--- config.mk ---
export PLATFORM = sky130hd
export DESIGN_NAME = bet_ram
export DESIGN_NICKNAME = d
export VERILOG_FILES = /design/src/hdl/bet_ram.sv
export SDC_FILE = /design/constraint.sdc
export NUM_CORES = 1
export LEC_CHECK = 0
export BUFFER_PORTS_ARGS = -buffer_cell sky130_fd_sc_hd__buf_2
export CAP_MARGIN = 15
export CORE_ASPECT_RATIO = 1.75
export CORE_UTILIZATION = 59
export DETAILED_ROUTE_END_ITERATION = 16
export PLACE_DENSITY = 0.77
export SYNTH_ARGS = -nofsm -noshare
export SYNTH_HDL_FRONTEND = slang
export SYNTH_SLANG_ARGS = --single-unit
--- constraint.sdc ---
create_clock -name clk -period 7.85 [get_ports clk]
set_input_delay 1.1775 -clock clk [delete_from_list [all_inputs] [get_ports clk]]
set_output_delay 1.1775 -clock clk [all_outputs]
set_load 0.01 [all_outputs]
--- src/hdl/bet_ram.sv ---
// Generic single-port write, one-port read RAM with registered read.
// No dependencies.
module bet_ram #(
  parameter int WIDTH = 17,
  parameter int DEPTH = 17
) (
  input  logic clk,
  input  logic we,
  input  logic [$clog2(DEPTH)-1:0] waddr,
  input  logic [WIDTH-1:0] wdata,
  input  logic [$clog2(DEPTH)-1:0] raddr,
  output logic [WIDTH-1:0] rdata
);
  logic [WIDTH-1:0] mem [DEPTH];
  always_ff @(posedge clk) begin
    if (we) mem[waddr] <= wdata;
    rdata <= mem[raddr];
  end
endmodule

==> impl_metrics.ini, run 1 <==
[logic_synthesis]
post_synth.cell_area_avg_sq_um = 23.0
yosysWarningCount = 0
synth_nets = 531
synth.top_cells.by_area = edfxtp_1 (75%), mux4_2 (13%), dfxtp_1 (2.9%)
syn_inst = 502
synth_cell_types = 24
yosysSeqAreaShare = 0.780
synth_top_area_frac = 0.750
synth-seq-cells = 306
syn_area_sq_um = 11600
yosysTopAreaCell = edfxtp_1

[global_routing]
antenna_found_initial = 1
grt_pass1_wl_um = 35700
first_global_vias = 5778
overflow = 0
grt_usage = 0.250
grt_max_degree = 67

[die]
dieArea_sq_um = 20200
rows = 67
coreArea_sq_um = 19200
io_pins = 46
die_h_um = 187
die_w_um = 108
initial_core_util = 0.603

[clock_tree]
clk_latency_ns = 0.53
ctsHoldBuffers = 0
cts_buffer_depth = 3
cts_setup_buffers = 0
h-tree-depth = 1
cts_tree = done
cts_buffers = 26
cts_sinks = 306
postCtsResizedCells = 0
cts.clk_slew.worst_paths_ns = 0.07
cts-root-buf = clkbuf_16

[sta]
clock_skew_ns = 0.00951
slew_headroom = 0.243
worst_pin_slew_ns = 1.14
fin_setup_tns_ns = 0
finalSetupViolCount = 0
maxClockFrequency_ghz = 0.341
rsz0062_at_grt = no
finalCriticalPeriod_ns = 2.93
drv_slew = 0
hold_violations = 0
hold_slack_ns = 0.567
fin_crit_sh = 0.374

[place]
hpwl_um = 12900
place.gp.congestion = 0.792
io_buffers = 45

[route]
ant_nets = 0
drt_iter0_drc = 448
vias_per_cell = 6.51
vias = 5398
routed_wl_um = 23500
dr.pass1.iters = 4
drc_errors = 0
wl_per_cell_um = 28.4

[setup_path]
regToRegEndpoint = rdata[0]$_DFF_P_
end_kind = register
r2r_start = mem[15][0]$_DFFE_PP_
crit_arrival_ns = 3.31
critPathLaunchType = input pin
crit_type = in -> reg
r2r_cells = 3
r2r_slack_ns = 6.50
crit_fanout = 36
crit_required_ns = 8.23

[min_path]
whs_endpoint = rdata[11]$_DFF_P_
min_from = mem[16][11]$_DFFE_PP_
holdPathStages = 2
hold_class = reg -> reg

[pwr]
vdd_drop_max_mv = 0.214
total_power_uw = 3310
p_per_area_nw_per_um2 = 256
p_leak_uw = 0.00418

[layout]
area.growth.synth_to_final_pct = 12.0
diodes = 0
postLayoutCoreUtil = 0.675
finalNetCount = 597
drive_above_1_share = 0.354

[job]
maxCapViolCount = 0

[status]
status = finished, final reports clean
==> worst max-delay path by stage <==
stage                  start                  end  slack [ns]  cells past startpoint
floorplan                 we  mem[8][0]$_DFFE_PP_        4.52                      3
global placement    raddr[3]    rdata[15]$_DFF_P_        4.44                      4
detailed placement  raddr[3]    rdata[15]$_DFF_P_        4.39                      4
CTS                 raddr[3]    rdata[15]$_DFF_P_        4.88                      4
global route        raddr[3]     rdata[1]$_DFF_P_        4.77                      4
finish              raddr[3]    rdata[15]$_DFF_P_        4.92                      4
==> cell families (layout without fill, tap and decap cells) <==
kind of cell           after synthesis  after routing  synth area share
AO/OA/AOI/OAI                       34             34            0.0313
buffers and inverters               28            114            0.0228
AND/OR/NAND/NOR                     49             49            0.0191
multiplexers                        85             85             0.147
flip-flops                         306            306             0.780
==> critical path, cell delays in order <==
cell and delay [ns]:
buf_2 0.70, nand2b_1 0.82, o22ai_1 0.46, a221oi_2 0.13
==> layout by cell type, fill, tap and decap left out, types with 2 or more instances in the layout <==
cell type	synthesis	layout
clkinv_2	0	4
o22ai_1	17	17
mux2i_1	17	17
buf_4	2	21
clkbuf_1	3	4
clkinv_1	1	5
mux4_2	68	68
a221oi_2	17	17
nor2_1	32	19
nor2_2	0	13
nand2_1	4	4
dfxtp_1	17	17
edfxtp_1	289	289
clkbuf_8	0	2
bufinv_16	0	4
buf_2	7	43
clkbuf_16	0	27
nand2b_1	3	3
nor3b_2	0	2
nand3b_1	2	2
==> synthesized netlist by cell type, drive strengths merged <==
| master | count |
|---|---|
| dfxtp | 17 |
| nor3b | 2 |
| buf | 23 |
| nand2 | 4 |
| o22ai | 17 |
| and4 | 1 |
| clkbuf | 4 |
| mux2i | 17 |
| nor2b | 2 |
| or2 | 1 |
| nor2 | 32 |
| nand3b | 2 |
| a221oi | 17 |
| nor3 | 1 |
| clkinv | 1 |
| nand2b | 3 |
| nand3 | 1 |
| edfxtp | 289 |
| mux4 | 68 |
==> area by class of cell <==
| cell class | count | area, sq um |
|---|---|---|
| clock buffer | 33 | 718 |
| clock inverter | 15 | 180 |
| fill | 1133 | 6240 |
| inverter | 1 | 3.75 |
| multi-input combinational | 168 | 2330 |
| sequential | 306 | 9020 |
| tap | 241 | 302 |
| timing repair buffer | 65 | 400 |
==> layer usage <==
metal / track usage / part of all wire
met1: 0.324 / 0.36
met3: 0.0317 / 0.055
met5: 0 / 0.00055
met2: 0.437 / 0.55
met4: 0.0859 / 0.028
==> power by group <==
group | internal [uW] | switching, uW
clock | 780 | 555
sequential | 1810 | 8.61
combinational | 65.4 | 93.5
==> stage by stage <==
stage / worst slack, ns / instance area (sq um) / instances
final: 4.92 / 13000 / 829
after global routing: 4.77 / 13000 / 829
after detailed placement: 4.39 / 12000 / 780
after global placement: 4.44 / 12000 / 780
after CTS: 4.88 / 12900 / 828
after floorplan: 4.52 / 11600 / 502
==> flip-flops by register name, summed over array words and instances (netlist names) <==
name   cells
rdata     17
mem      289
Power figures use the tool's default switching activity.
==> inputs of run 2 (changes only) <==
--- a/config.mk
+++ b/config.mk
@@ -5,12 +5,13 @@
 export SDC_FILE = /design/constraint.sdc
 export NUM_CORES = 1
 export LEC_CHECK = 0
+export ABC_AREA = 1
 export BUFFER_PORTS_ARGS = -buffer_cell sky130_fd_sc_hd__buf_2
 export CAP_MARGIN = 15
 export CORE_ASPECT_RATIO = 1.75
-export CORE_UTILIZATION = 59
+export CORE_UTILIZATION = 55
 export DETAILED_ROUTE_END_ITERATION = 16
-export PLACE_DENSITY = 0.77
+export PLACE_DENSITY = 0.75
 export SYNTH_ARGS = -nofsm -noshare
 export SYNTH_HDL_FRONTEND = slang
 export SYNTH_SLANG_ARGS = --single-unit
==> constraint.sdc (replaced) <==
create_clock -name clk -period 2.6 [get_ports clk]
set_input_delay 0.39 -clock clk [delete_from_list [all_inputs] [get_ports clk]]
set_output_delay 0.39 -clock clk [all_outputs]
set_load 0.01 [all_outputs]
==> run 2 against run 1 <==
Net effect:
- hold slack lost 0.27 ns
- cell count increased by 64%
- worst setup slack worse by 3.9 ns
- synthesized cell count up 100%
- count of clock-buffer cells in the layout increased by 3
- critical path type unchanged
==> impl_metrics.ini, run 2 <==
[logic_synthesis]
post_synth.cell_area_avg_sq_um = 11.9
synth-edff-count = 289
syn_area_sq_um = 12000
syn_inst = 1011
synth_cell_types = 14
synth_top_area_frac = 0.724
synth_nets = 1040
yosysWarningCount = 0
yosysSeqAreaShare = 0.752
async_flop_share = 0
synth.most_common_cell = nand2_1
synth-seq-cells = 306
synth.top_cells.by_area = edfxtp_1 (72%), nand2_1 (13%), nand3_1 (8.8%)
yosysTopAreaCell = edfxtp_1
synth_commonest_cells = nand2_1 (410), edfxtp_1 (289), nand3_1 (210), buf_2 (24), clkbuf_1 (21)
synthFlopType = edfxtp_1

[sta]
finalSetupViolCount = 0
finalCriticalPeriod_ns = 1.62
rsz0062_at_grt = no
drv_slew = 0
fin_crit_sh = 0.622
fin_setup_tns_ns = 0
maxClockFrequency_ghz = 0.618
slew_headroom = 0.432
worst_pin_slew_ns = 0.852
clock_skew_ns = 0.0156
hold_violations = 0

[die]
dieArea_sq_um = 22400
io_pins = 46
coreArea_sq_um = 21400
die_w_um = 114
die_h_um = 197
initial_core_util = 0.560
rows = 71

[route]
ant_nets = 0
dr.pass1.iters = 5
drt_iter0_drc = 938
wl_per_cell_um = 22.1
drc_errors = 0
vias = 7942
vias_per_cell = 5.83
routed_wl_um = 30100

[clock_tree]
cts_setup_buffers = 0
cts_tree = done
postCtsResizedCells = 0
ctsHoldBuffers = 0
cts_buffers = 26
cts.clk_slew.worst_paths_ns = 0.07
h-tree-depth = 1
clk_latency_ns = 0.54
cts_sinks = 306
cts-root-buf = clkbuf_16
cts_buffer_depth = 3

[global_routing]
overflow = 0
grt_usage = 0.276
antenna_found_initial = 0
grt_pass1_wl_um = 44500
first_global_vias = 7688
grt_max_degree = 137

[job]
maxCapViolCount = 0

[setup_path]
end_kind = register
crit_required_ns = 3.03
crit_arrival_ns = 2.04
r2r_cells = 8
crit_type = in -> reg
crit_fanout = 68
critPathLaunchType = input pin

[pwr]
vdd_drop_max_mv = 0.478
p_leak_uw = 0.00501
p_per_area_nw_per_um2 = 738

[layout]
postLayoutCoreUtil = 0.628
area.growth.synth_to_final_pct = 12.1
reg_top3 = mem (289), rdata (17)
final_common_cell = nand2_1
drive_above_1_share = 0.121
instances_no_fill = 1362
diodes = 0
finalNetCount = 1082
mostFrequentLayoutCells = nand2_1 (410), edfxtp_1 (289), nand3_1 (210)
largest_reg_flops = 289
largest-register = mem

[status]
status = finished, final reports clean

[min_path]
holdPathStages = 1
hold_class = in -> reg

[place]
io_buffers = 45
place.gp.congestion = 0.842
hpwl_um = 18400
dpl.cell_count = 1317
run 2: area by class of cell:
class / count / area (sq um)
timing repair buffer: 71 / 473
sequential: 306 / 9020
clock buffer: 36 / 749
multi-input combinational: 639 / 2720
fill: 1593 / 7970
clock inverter: 9 / 80.1
tap: 292 / 365
inverter: 9 / 36.3
run 2: report_power, final:
part,switching (uW),internal [uW]
registers,19.9,5460
logic,485,164
clock network,1670,2110
run 2: path summary, 6_finish.rpt:
| path | start | slack (ns) | end |
|---|---|---|---|
| worst max-delay path | raddr[1] | 0.98 | rdata[0]$_DFF_P_ |
| worst min-delay path | wdata[11] | 0.30 | mem[16][11]$_DFFE_PP_ |
| worst min register to register | mem[16][7]$_DFFE_PP_ | 0.44 | rdata[7]$_DFF_P_ |
| worst max register to register | mem[7][14]$_DFFE_PP_ | 1.31 | rdata[14]$_DFF_P_ |
run 2: cells by family after synthesis:
| group | count (synthesis) | synth area share |
|---|---|---|
| buffers and inverters | 66 | 0.0260 |
| DFF | 306 | 0.752 |
| and+or+nand+nor | 639 | 0.222 |
run 2: metal layers:
metal | vias to the layer above | share of wire | track usage
li1 | 3581 | - | -
met1 | 3825 | 0.34 | 0.316
met2 | 422 | 0.52 | 0.481
met3 | 114 | 0.067 | 0.0304
met4 | 0 | 0.073 | 0.190
met5 | - | 0 | 0
run 2: stage by stage:
step / setup WS (ns) / instance area [sq um] / hold slack (ns) / total power (uW)
finish: 0.983 / 13400 / 0.296 / 9920
floorplan: 0.625 / 12000 / 0.415 / 5930
CTS: 1.05 / 13400 / 0.284 / 9940
detailed placement: 0.517 / 12600 / 0.427 / 6230
global placement: 0.511 / 12600 / 0.426 / 6220
global route: 0.903 / 13400 / 0.283 / 10200
run 2: critical path: stages:
cell     delay (ns)
buf_2          0.10
buf_4          0.62
nand3_1        0.21
nand3_1        0.23
nand2_1        0.10
nand2_1        0.09
nand2_1        0.08
nand2_1        0.06
nand2_1        0.08
==> inputs of run 3 (changes only) <==
--- a/config.mk
+++ b/config.mk
@@ -5,7 +5,7 @@
 export SDC_FILE = /design/constraint.sdc
 export NUM_CORES = 1
 export LEC_CHECK = 0
-export ABC_AREA = 1
+export ABC_AREA = 0
 export BUFFER_PORTS_ARGS = -buffer_cell sky130_fd_sc_hd__buf_2
 export CAP_MARGIN = 15
 export CORE_ASPECT_RATIO = 1.75
==> constraint.sdc (replaced) <==
create_clock -name clk -period 1.3 [get_ports clk]
set_input_delay 0.195 -clock clk [delete_from_list [all_inputs] [get_ports clk]]
set_output_delay 0.195 -clock clk [all_outputs]
set_load 0.01 [all_outputs]
==> run 3 against run 2 <==
Net effect:
- the run now ends with DRC, setup timing left
- utilization rose by 4.2 points
- die area fell by 3.5%
- hold slack got worse by 0.24 ns
- clock skew fell by 0.0091 ns
- first-iteration DRC count fell by 50%
- register-to-register slack got worse by 1.4 ns
- critical endpoint is now rdata[8]$_DFF_P_
==> impl_metrics.ini, run 3 (synthesis gave the netlist of run 1 again) <==
[status]
status = finished, violations left
violations = DRC, setup timing

[min_path]
holdPathStages = 1
whs_endpoint = mem[13][9]$_DFFE_PP_
min_from = wdata[9]
hold_class = in -> reg

[route]
wl_per_cell_um = 29.5
vias_per_cell = 6.39
vias = 5534
ant_nets = 0
drt_iter0_drc = 468
routed_wl_um = 25500
drc_errors = 4
dr.pass1.iters = 11

[setup_path]
r2r_slack_ns = -0.10
crit_type = reg -> reg
crit_required_ns = 1.70
r2r_start = mem[7][8]$_DFFE_PP_
crit_arrival_ns = 1.80
end_kind = register
critPathLaunchType = register
crit_fanout = 1
regToRegEndpoint = rdata[8]$_DFF_P_
r2r_cells = 3

[global_routing]
grt_usage = 0.244
grt_pass1_wl_um = 37300
overflow = 0
antenna_found_initial = 0
grt_max_degree = 31
first_global_vias = 6013

[die]
initial_core_util = 0.565
dieArea_sq_um = 21600
coreArea_sq_um = 20500
die_w_um = 112
die_h_um = 194
io_pins = 46
rows = 69

[layout]
reg_top3 = mem (289), rdata (17)
register_area_sq_um = 9020
fillers = 1191
finalNetCount = 629
final_common_cell = edfxtp_1
largest_reg_flops = 289
drive_above_1_share = 0.426
postLayoutCoreUtil = 0.670
mostFrequentLayoutCells = edfxtp_1 (289), mux4_2 (68), buf_2 (43)
diodes = 0
instances_no_fill = 866
largest-register = mem
multiInputGateArea_sq_um = 2570
area.growth.synth_to_final_pct = 18.6

[sta]
rsz0062_at_grt = yes
drv_slew = 0
worst_slack_ns = -0.101
clock_skew_ns = 0.00644
finalCriticalPeriod_ns = 1.40
finalSetupViolCount = 3
slew_headroom = 0.730
hold_violations = 0
fin_crit_sh = 1.08
maxClockFrequency_ghz = 0.714
fin_setup_tns_ns = -0.150
worst_pin_slew_ns = 0.405

[clock_tree]
cts_buffer_depth = 3
h-tree-depth = 1
cts_buffers = 25
cts_sinks = 306
clk_latency_ns = 0.51
cts_setup_buffers = 0
cts-root-buf = clkbuf_16
cts_tree = done
cts.clk_slew.worst_paths_ns = 0.07

[place]
hpwl_um = 14800
dpl.cell_count = 821
place.gp.congestion = 0.730
io_buffers = 45

[job]
maxCapViolCount = 0

[pwr]
vdd_drop_max_mv = 1.01
p_leak_uw = 0.00443
p_per_area_nw_per_um2 = 1440
total_power_uw = 19800
==> run 3: report_power, final <==
group          switching [uW]  internal, uW  total, uW
logic                     657           549       1210
clock network            3240          4360       7590
registers                51.5         10900      11000
==> run 3: worst max path at each step <==
stage                         startpoint                   to  cells after the start
floorplan                             we  mem[4][0]$_DFFE_PP_                      3
global route         mem[7][8]$_DFFE_PP_     rdata[8]$_DFF_P_                      3
detailed placement              raddr[2]    rdata[14]$_DFF_P_                      5
finish               mem[7][8]$_DFFE_PP_     rdata[8]$_DFF_P_                      3
CTS                 mem[15][8]$_DFFE_PP_     rdata[8]$_DFF_P_                      3
global placement                raddr[2]     rdata[7]$_DFF_P_                      5
==> run 3: routing by layer <==
layer  vias to the layer above  wire [um]  track usage  part of all wire
li1                       2313          -            -                 -
met1                      2865       9040        0.292              0.35
met2                       300      13600        0.428              0.53
met3                        56       1920       0.0447             0.075
met4                         0        947        0.108             0.037
met5                         -          0            0                 0
==> run 3: critical path, cell delays in order, from the launching register on <==
cell and delay (ns):
edfxtp_1 0.44, mux4_2 0.53, mux2i_1 0.21, a221oi_2 0.09
==> run 3: stage by stage <==
| step | area (sq um) | hold slack [ns] | setup WS [ns] |
|---|---|---|---|
| floorplan | 11800 | 0.294 | -0.116 |
| global placement | 12800 | 0.540 | -0.272 |
| detailed placement | 12800 | 0.552 | -0.331 |
| CTS | 13700 | 0.0404 | -0.0757 |
| global route | 13700 | 0.0457 | -0.100 |
| finish | 13700 | 0.0521 | -0.101 |
==> run 3: timing repair <==
item	CTS	global route
setup endpoints to repair	5	13
pin swaps	1	1
gates resized for setup	4	7
hold buffers	0	0
==> run 3: area by class of cell <==
| class | instances | share of cell area |
|---|---|---|
| Clock buffer | 34 | 0.0481 |
| Clock inverter | 11 | 0.0115 |
| Inverter | 1 | 0.000274 |
| Multi-Input combinational cell | 168 | 0.188 |
| Sequential cell | 306 | 0.658 |
| Tap cell | 248 | 0.0226 |
| Timing Repair Buffer | 98 | 0.0723 |
